[src/rtl/pbs_pkg.sv]
// ----------------------------------------------------------------------------
// pbs_pkg
// shared types and widths of the priority batch scheduler
// ----------------------------------------------------------------------------
package pbs_pkg;

	localparam int BURST_W = 16;
	localparam int PRIO_W  = 8;
	localparam int ID_W    = 5;
	localparam int TIME_W  = 20;

	// one stored job of the sorted table
	typedef struct packed {
		logic [BURST_W-1:0] burst;
		logic [PRIO_W-1:0]  prio;
		logic [ID_W-1:0]    id;
	} entry_t;

	// one job on its way from the front to the back
	typedef struct packed {
		entry_t ent;
		logic   ovf;
		logic   last;
	} job_t;

	// push beat from the front into the back queue
	typedef struct packed {
		logic valid;
		job_t job;
	} push_t;

	// status the back reports to the front
	typedef struct packed {
		logic full;
	} back_stat_t;

	// front states, one-hot
	typedef enum logic [1:0] {
		ST_LOAD  = 2'b01,
		ST_DRAIN = 2'b10
	} front_state_t;

endpackage

[src/rtl/priority_batch_scheduler_unit.sv]
// ----------------------------------------------------------------------------
// priority_batch_scheduler_unit
// non-preemptive priority scheduler for one batch of jobs at a time
// ----------------------------------------------------------------------------
// usage
//  - input beat: burst_time, job_priority and last_job are taken at a rising
//    edge where start is high and busy is low; one job per cycle while loading
//  - each job is placed into a priority-sorted table as it arrives, equal
//    priorities keeping load order; jobs beyond MAX_JOBS are dropped and the
//    whole batch reports overflow
//  - a beat with last_job closes the batch: busy rises and the table drains
//    head first into the short emitter queue, one job per cycle unless full
//  - result beats: result_valid strobes for one cycle per job, in ascending
//    priority, with running wait_time and turnaround (saturating at 20 bits);
//    last_out marks the final job of the batch
//  - order: the closing beat moves the front into drain, the head job passes
//    the queue and the result register, then one result per cycle follows
//    while draining; busy stays high until the last job has left the table
//  - loading waits for the drain, set by the single read-out port of the table
//  - the receiver cannot stall: every result beat is taken as it appears
//  - reset empties the table, the queue and the running sums
// ----------------------------------------------------------------------------
module priority_batch_scheduler_unit #(
	parameter int MAX_JOBS = 16
) (
	input  logic                          clk,
	input  logic                          arst_n,
	// input beat
	input  logic                          start,
	output logic                          busy,
	input  logic [pbs_pkg::BURST_W-1:0]   burst_time,
	input  logic [pbs_pkg::PRIO_W-1:0]    job_priority,
	input  logic                          last_job,
	// result beat
	output logic                          result_valid,
	output logic [pbs_pkg::ID_W-1:0]      job_id,
	output logic [pbs_pkg::BURST_W-1:0]   out_burst,
	output logic [pbs_pkg::PRIO_W-1:0]    out_priority,
	output logic [pbs_pkg::TIME_W-1:0]    wait_time,
	output logic [pbs_pkg::TIME_W-1:0]    turnaround,
	output logic                          overflow,
	output logic                          last_out
);

	// push beats from the sorted table and queue status back to it
	pbs_pkg::push_t      push;
	pbs_pkg::back_stat_t stat;

	// front: sorted insertion while loading, in-order drain after the batch closes
	pbs_front #(
		.MAX_JOBS (MAX_JOBS)
	) u_front (
		.clk          (clk),
		.arst_n       (arst_n),
		.start        (start),
		.burst_time   (burst_time),
		.job_priority (job_priority),
		.last_job     (last_job),
		.busy         (busy),
		.stat         (stat),
		.push         (push)
	);

	// back: queue, running sums and registered result beat
	pbs_back u_back (
		.clk          (clk),
		.arst_n       (arst_n),
		.push         (push),
		.stat         (stat),
		.result_valid (result_valid),
		.job_id       (job_id),
		.out_burst    (out_burst),
		.out_priority (out_priority),
		.wait_time    (wait_time),
		.turnaround   (turnaround),
		.overflow     (overflow),
		.last_out     (last_out)
	);

endmodule

[src/rtl/pbs_front.sv]
// ----------------------------------------------------------------------------
// pbs_front
// loads jobs into a priority-sorted table and drains it in order
// ----------------------------------------------------------------------------
module pbs_front #(
	parameter int MAX_JOBS = 16
) (
	input  logic                          clk,
	input  logic                          arst_n,
	input  logic                          start,
	input  logic [pbs_pkg::BURST_W-1:0]   burst_time,
	input  logic [pbs_pkg::PRIO_W-1:0]    job_priority,
	input  logic                          last_job,
	output logic                          busy,
	input  pbs_pkg::back_stat_t           stat,
	output pbs_pkg::push_t                push
);

	localparam int CNT_W = $clog2(MAX_JOBS + 1);

	pbs_pkg::front_state_t state_q;
	pbs_pkg::entry_t       ent_q [MAX_JOBS];
	logic [CNT_W-1:0]      count_q;
	logic [CNT_W-1:0]      remain_q;
	logic                  ovf_q;
	logic                  batch_ovf_q;

	logic                  accept;
	logic                  full_tab;
	logic                  store;
	logic                  drain;
	logic [MAX_JOBS-1:0]   gt;
	logic [MAX_JOBS-1:0]   ins;
	pbs_pkg::entry_t       new_ent;

	assign busy     = (state_q == pbs_pkg::ST_DRAIN);
	assign accept   = start && !busy;
	assign full_tab = (count_q == CNT_W'(MAX_JOBS));
	assign store    = accept && !full_tab;
	assign drain    = (state_q == pbs_pkg::ST_DRAIN) && !stat.full;

	assign new_ent.burst = burst_time;
	assign new_ent.prio  = job_priority;
	assign new_ent.id    = pbs_pkg::ID_W'(32'(count_q) + 32'd1);

	// stored entries that the new job must pass; the table is sorted so gt is monotone
	always_comb begin
		for (int k = 0; k < MAX_JOBS; k++) begin
			gt[k] = (CNT_W'(k) < count_q) && (ent_q[k].prio > job_priority);
		end
		for (int k = 0; k < MAX_JOBS; k++) begin
			ins[k] = (gt[k] || (CNT_W'(k) == count_q)) && !((k > 0) && gt[(k > 0) ? k - 1 : 0]);
		end
	end

	for (genvar k = 0; k < MAX_JOBS; k++) begin : g_ent
		always_ff @(posedge clk) begin
			if (drain) begin
				if (k < MAX_JOBS - 1) begin
					ent_q[k] <= ent_q[(k < MAX_JOBS - 1) ? k + 1 : k];
				end
			end else if (store) begin
				if ((k > 0) && gt[(k > 0) ? k - 1 : 0]) begin
					ent_q[k] <= ent_q[(k > 0) ? k - 1 : 0];
				end else if (ins[k]) begin
					ent_q[k] <= new_ent;
				end
			end
		end
	end

	always_ff @(posedge clk or negedge arst_n) begin
		if (!arst_n) begin
			state_q     <= pbs_pkg::ST_LOAD;
			count_q     <= '0;
			remain_q    <= '0;
			ovf_q       <= 1'b0;
			batch_ovf_q <= 1'b0;
		end else begin
			unique case (state_q)
				pbs_pkg::ST_LOAD: begin
					if (accept) begin
						if (last_job) begin
							state_q     <= pbs_pkg::ST_DRAIN;
							remain_q    <= count_q + CNT_W'(store);
							batch_ovf_q <= ovf_q || full_tab;
							count_q     <= '0;
							ovf_q       <= 1'b0;
						end else if (full_tab) begin
							ovf_q <= 1'b1;
						end else begin
							count_q <= count_q + 1'b1;
						end
					end
				end
				pbs_pkg::ST_DRAIN: begin
					if (drain) begin
						remain_q <= remain_q - 1'b1;
						if (remain_q == CNT_W'(1)) begin
							state_q <= pbs_pkg::ST_LOAD;
						end
					end
				end
				default: state_q <= pbs_pkg::ST_LOAD;
			endcase
		end
	end

	assign push.valid    = drain;
	assign push.job.ent  = ent_q[0];
	assign push.job.ovf  = batch_ovf_q;
	assign push.job.last = (remain_q == CNT_W'(1));

endmodule

[src/rtl/pbs_back.sv]
// ----------------------------------------------------------------------------
// pbs_back
// job queue and emitter with running wait and turnaround sums
// ----------------------------------------------------------------------------
module pbs_back (
	input  logic                          clk,
	input  logic                          arst_n,
	input  pbs_pkg::push_t                push,
	output pbs_pkg::back_stat_t           stat,
	output logic                          result_valid,
	output logic [pbs_pkg::ID_W-1:0]      job_id,
	output logic [pbs_pkg::BURST_W-1:0]   out_burst,
	output logic [pbs_pkg::PRIO_W-1:0]    out_priority,
	output logic [pbs_pkg::TIME_W-1:0]    wait_time,
	output logic [pbs_pkg::TIME_W-1:0]    turnaround,
	output logic                          overflow,
	output logic                          last_out
);

	localparam int Q_DEPTH = 4;
	localparam int QP_W    = $clog2(Q_DEPTH);
	localparam int QC_W    = $clog2(Q_DEPTH + 1);
	localparam logic [pbs_pkg::TIME_W:0] TIME_MAX = {1'b0, {pbs_pkg::TIME_W{1'b1}}};

	pbs_pkg::job_t              q_mem [Q_DEPTH];
	logic [QP_W-1:0]            wr_ptr_q;
	logic [QP_W-1:0]            rd_ptr_q;
	logic [QC_W-1:0]            q_cnt_q;
	logic [pbs_pkg::TIME_W-1:0] wait_acc_q;
	logic                       valid_q;
	pbs_pkg::job_t              job_q;
	logic [pbs_pkg::TIME_W-1:0] wait_q;
	logic [pbs_pkg::TIME_W-1:0] turn_q;

	logic                       pop;
	pbs_pkg::job_t              head;
	logic [pbs_pkg::TIME_W:0]   sum;
	logic [pbs_pkg::TIME_W-1:0] sat_sum;

	assign stat.full = (q_cnt_q == QC_W'(Q_DEPTH));
	assign pop       = (q_cnt_q != '0);
	assign head      = q_mem[rd_ptr_q];

	// saturating running sum
	assign sum     = {1'b0, wait_acc_q} + (pbs_pkg::TIME_W + 1)'(head.ent.burst);
	assign sat_sum = (sum > TIME_MAX) ? TIME_MAX[pbs_pkg::TIME_W-1:0] : sum[pbs_pkg::TIME_W-1:0];

	always_ff @(posedge clk) begin
		if (push.valid && !stat.full) begin
			q_mem[wr_ptr_q] <= push.job;
		end
	end

	always_ff @(posedge clk or negedge arst_n) begin
		if (!arst_n) begin
			wr_ptr_q   <= '0;
			rd_ptr_q   <= '0;
			q_cnt_q    <= '0;
			wait_acc_q <= '0;
			valid_q    <= 1'b0;
		end else begin
			if (push.valid && !stat.full) begin
				wr_ptr_q <= wr_ptr_q + 1'b1;
			end
			if (pop) begin
				rd_ptr_q   <= rd_ptr_q + 1'b1;
				wait_acc_q <= head.last ? '0 : sat_sum;
			end
			q_cnt_q <= q_cnt_q + QC_W'(push.valid && !stat.full) - QC_W'(pop);
			valid_q <= pop;
		end
	end

	always_ff @(posedge clk) begin
		if (pop) begin
			job_q  <= head;
			wait_q <= wait_acc_q;
			turn_q <= sat_sum;
		end
	end

	assign result_valid = valid_q;
	assign job_id       = job_q.ent.id;
	assign out_burst    = job_q.ent.burst;
	assign out_priority = job_q.ent.prio;
	assign wait_time    = wait_q;
	assign turnaround   = turn_q;
	assign overflow     = job_q.ovf;
	assign last_out     = job_q.last;

endmodule

[config.mk]
export PLATFORM = sky130hd
export DESIGN_NAME = priority_batch_scheduler_unit
export DESIGN_NICKNAME = d
export VERILOG_FILES = /design/src/rtl/pbs_pkg.sv /design/src/rtl/priority_batch_scheduler_unit.sv /design/src/rtl/pbs_front.sv /design/src/rtl/pbs_back.sv
export SDC_FILE = /design/constraint.sdc
export NUM_CORES = 1
export LEC_CHECK = 0
export BUFFER_PORTS_ARGS = -buffer_cell sky130_fd_sc_hd__clkbuf_2
export CAP_MARGIN = 10
export CORE_MARGIN = 8
export CORE_UTILIZATION = 50
export CTS_BUF_LIST = sky130_fd_sc_hd__clkbuf_8
export CTS_CLUSTER_DIAMETER = 80
export CTS_CLUSTER_SIZE = 25
export DETAILED_ROUTE_END_ITERATION = 12
export PLACE_DENSITY = 0.77
export SLEW_MARGIN = 10
export SYNTH_ARGS = -nofsm -noshare
export SYNTH_HDL_FRONTEND = slang
export SYNTH_SLANG_ARGS = --single-unit
export TNS_END_PERCENT = 20
[constraint.sdc]
create_clock -name clk -period 6.1 [get_ports clk]
set_clock_uncertainty 0.2 [all_clocks]
set_input_delay 0 -clock clk [delete_from_list [all_inputs] [get_ports clk]]
set_output_delay 0 -clock clk [all_outputs]
set_load 0.1 [all_outputs]
==> key figures <==
Floorplan
  • Die Y: 282 um
  • I/O Pins: 101
  • Core Area: 70100 um^2
  • Starting Density: 50.6%
  • Die X: 282 um
  • Rows: 97
  • Die ar.: 79800 um^2

Placement
  • DP Area: 36900 um^2
  • PortBufs: 100
  • DP HPWL: 64.0 mm
  • Routability cong.: 0.910

Route
  • Wirelength per Cell: 22.9 um
  • Iteration-0 DRC Markers: 2408
  • Initial DRT Pass Iterations: 5
  • Vias per cell: 6.29
  • Vias: 24300
  • Antenna viol nets, final: 0
  • Drt drc: 0
  • Routed WL: 88.5 mm

Timing
  • Tcrit/Tclk final: 75.2%
  • Fmax: 218 MHz
  • Slew HR: 19.5%
  • TNS Setup: 0 ps
  • RSZ-0062 raised after global routing: false
  • Worst hold slack: 260 ps
  • Slew Limit Fails: 0
  • Worst-Margin Slew: 1200 ps
  • Final hold violations: 0
  • Setup violators final: 0
  • Final min period: 4590 ps

Yosys
  • Post-synth EDFFs: 659
  • Seq/Total Area, Yosys: 58.7%
  • Synth warn: 0
  • Post-synthesis cell count: 2862
  • Top_reg_cell synth: edfxtp_1
  • Post-Syn Area: 35500 um^2
  • Synth Area per Inst: 12.4 um^2
  • Syn nets: 3049
  • Post-synthesis cell type count: 86
  • Synth async-reset ratio: 5.99%
  • Seq cells post-synth: 701

GRT
  • Total GRT Usage: 21.6%
  • Pin count of the biggest net entering global routing: 71
  • First-pass GRT wire length: 138 mm
  • Initial antenna violation count: 5
  • Vias in the first global route: 24300
  • Remaining Overflow, GRT: 0

Critical path
  • Buf+Inv Stages, Crit Path: 2
  • R2R Path End: u_front.ent_q[0][99]$_DFFE_PP_
  • Worst R2R Setup Slack: 1510 ps
  • Crit path required time: 6280 ps
  • Crit path DAT: 4770 ps
  • Crit. End Element: flop
  • Critical-path cell list: and3_1 > nand2b_4 > inv_2 > nand3_2 > buf_4 > nand3b_1 > o22ai_1 > a21oi_1
  • Slowest-stage cell, CP: dfrtp_1
  • Critical path fanouts, max: 29
  • Max incr delay on CP: 1090 ps
  • Reg2Reg Depth: 8
  • Reg2reg start: u_front.count_q[4]$_DFFE_PN0P_
  • Startpoint types: flop
  • CP delay by family, top: simple AND/OR/NAND/NOR gates
  • CP Class: reg2reg

CTS
  • Num CTS Buffers: 37
  • CTS tree: done
  • H-tree level count: 2
  • CTS root buf: clkbuf_8
  • Post-CTS Setup Inserts: 0
  • Longest Clk Path Bufs: 3
  • Hold-fix buffers, CTS: 30
  • Clock slew at reported path FFs: 150 ps
  • Worst skew pair latency: 690 ps
  • Cts repair resizes: 0
  • Sink Count: 701

Min path
  • Hold path depth: 4
  • Hold path endpoint: u_front.ent_q[1][210]$_DFFE_PP_
  • Hold_sp: job_priority[2]
  • HP Class: in2reg

Power and ir drop
  • Worst vdd ir: 0.560 mV
  • Pwr dens: 420 nW/um^2
  • P_leak: 14.6 nW

Finish
  • Number of fill cells: 5828
  • Final net count: 3081
  • Final instance area: 37900 um^2
  • Footprint of the multi-input gates: 13400 um^2
  • Share of cells above drive strength 1: 13.4%
  • Register area: 20800 um^2
  • Area grow syn2layout: 6.84%

Run status
  • Status: finished, final reports clean

Flow run
  • Maxcap violations: 0
==> placed cells by master, fill, tap and decap left out, types with 10 or more instances in the layout <==
cell type,netlist,routed
dlygate4sd3_1,0,30
o221a_2,28,28
mux2_2,60,60
ha_1,157,157
o21ai_1,25,23
a21oi_1,280,276
inv_1,113,123
o21a_1,36,36
nor3_1,11,10
nand2b_1,39,39
o22a_1,26,26
o21ai_0,50,49
and2_1,11,11
a21o_1,75,75
a2bb2oi_1,28,28
o22ai_1,205,205
buf_4,12,69
mux2i_1,121,121
nor2b_1,16,16
edfxtp_1,659,659
clkbuf_2,1,100
a22o_1,65,65
nor2_1,232,231
clkbuf_8,0,40
nand3_1,44,44
dfrtp_1,41,40
xor2_1,10,10
a211oi_1,12,12
mux4_2,30,30
nand4_1,16,16
nand2_1,114,114
xnor2_1,17,17
and3_1,11,11
==> through the flow <==
step / util [%] / cells / total power [mW] / worst slack (ps)
finish: 54.1 / 3863 / 15.9 / 1510
CTS: 54.0 / 3857 / 16.0 / 1640
detailed placement: 52.6 / 3764 / 13.9 / 1620
global placement: 52.6 / 3764 / 13.6 / 1660
global route: 54.1 / 3862 / 16.7 / 1350
floorplan: - / 2862 / 12.3 / 1270
==> cells by family after synthesis <==
family	after synthesis	share of synthesized area [%]
simple gates	532	6.97
flops	701	58.7
fa+ha+maj	159	5.64
mux	211	7.22
compound gates	910	17.0
xor+xnor	27	0.666
buf+inv	322	3.84
==> worst max path at each step <==
stage	cells past startpoint	startpoint	slack, ps	to
finish	8	u_front.count_q[4]$_DFFE_PN0P_	1510	u_front.ent_q[0][99]$_DFFE_PP_
global route	8	u_front.count_q[4]$_DFFE_PN0P_	1350	u_front.ent_q[0][98]$_DFFE_PP_
CTS	10	u_back.rd_ptr_q[0]$_DFFE_PN0N_	1640	u_back.wait_acc_q[12]$_DFFE_PN0N_
detailed placement	10	u_back.rd_ptr_q[0]$_DFFE_PN0N_	1620	u_back.wait_acc_q[12]$_DFFE_PN0N_
global placement	11	job_priority[4]	1660	u_front.ent_q[0][94]$_DFFE_PP_
floorplan	10	u_front.count_q[0]$_DFFE_PN0P_	1270	u_front.ent_q[0][0]$_DFFE_PP_
==> state kept, by name, summed over array words and instances, names as in the netlist <==
| name | count |
|---|---|
| u_back.rd_ptr_q | 2 |
| u_back.wait_time | 20 |
| u_back.job_id | 5 |
| u_back.turnaround | 20 |
| u_back.wr_ptr_q | 2 |
| u_front.count_q | 5 |
| u_back.result_valid | 1 |
| u_back.out_priority | 8 |
| u_front.ent_q | 464 |
| u_front.batch_ovf_q | 1 |
| u_back.q_cnt_q | 3 |
| u_back.out_burst | 16 |
| u_back.last_out | 1 |
| u_back.overflow | 1 |
| u_front.state_q | 2 |
| u_front.remain_q | 5 |
| u_back.q_mem | 124 |
| u_back.wait_acc_q | 20 |
| u_front.ovf_q | 1 |
==> area by class of cell <==
cell class	instances	share of cell area (%)
diodes	5	0.0330
clock buffers	40	1.45
clock inverters	23	0.435
inverters	115	1.14
multi-input cells	1839	35.4
flip-flops and latches	701	54.9
well taps	940	3.10
repair buffers	200	3.53
==> report_power, final <==
group          internal, mW  switching, mW
Clock                 0.652           1.51
Sequential             6.96          0.807
Combinational          1.80           4.21
Total                  9.42           6.53
==> routing by layer <==
metal  global-route usage [%]  part of all wire [%]
met4                     8.00                   3.4
met5                        0                     0
met2                     36.7                    49
met3                     3.08                   8.2
met1                     28.2                    40
==> cell usage after synthesis, types with 39 or more instances <==
library cell	count	area, um^2
mux2i_1	121	1210
mux2_2	60	676
nand3_1	44	220
a22o_1	65	569
buf_2	74	370
o21ai_0	50	250
nor2_1	232	871
edfxtp_1	659	19800
a21o_1	75	563
o22ai_1	205	1280
dfrtp_1	41	1030
ha_1	157	1960
a21oi_1	280	1400
inv_1	113	424
nand2b_1	39	244
clkbuf_1	109	409
nand2_1	114	428
==> worst reg2reg max path, cell delays in order, from the launching register on <==
cell and delay, ps:
dfrtp_1 1090, and3_1 370, nand2b_4 160, inv_2 260, nand3_2 360, buf_4 410, nand3b_1 850, o22ai_1 510
a21oi_1 80
No activity file was read; power rests on OpenSTA's default activity.
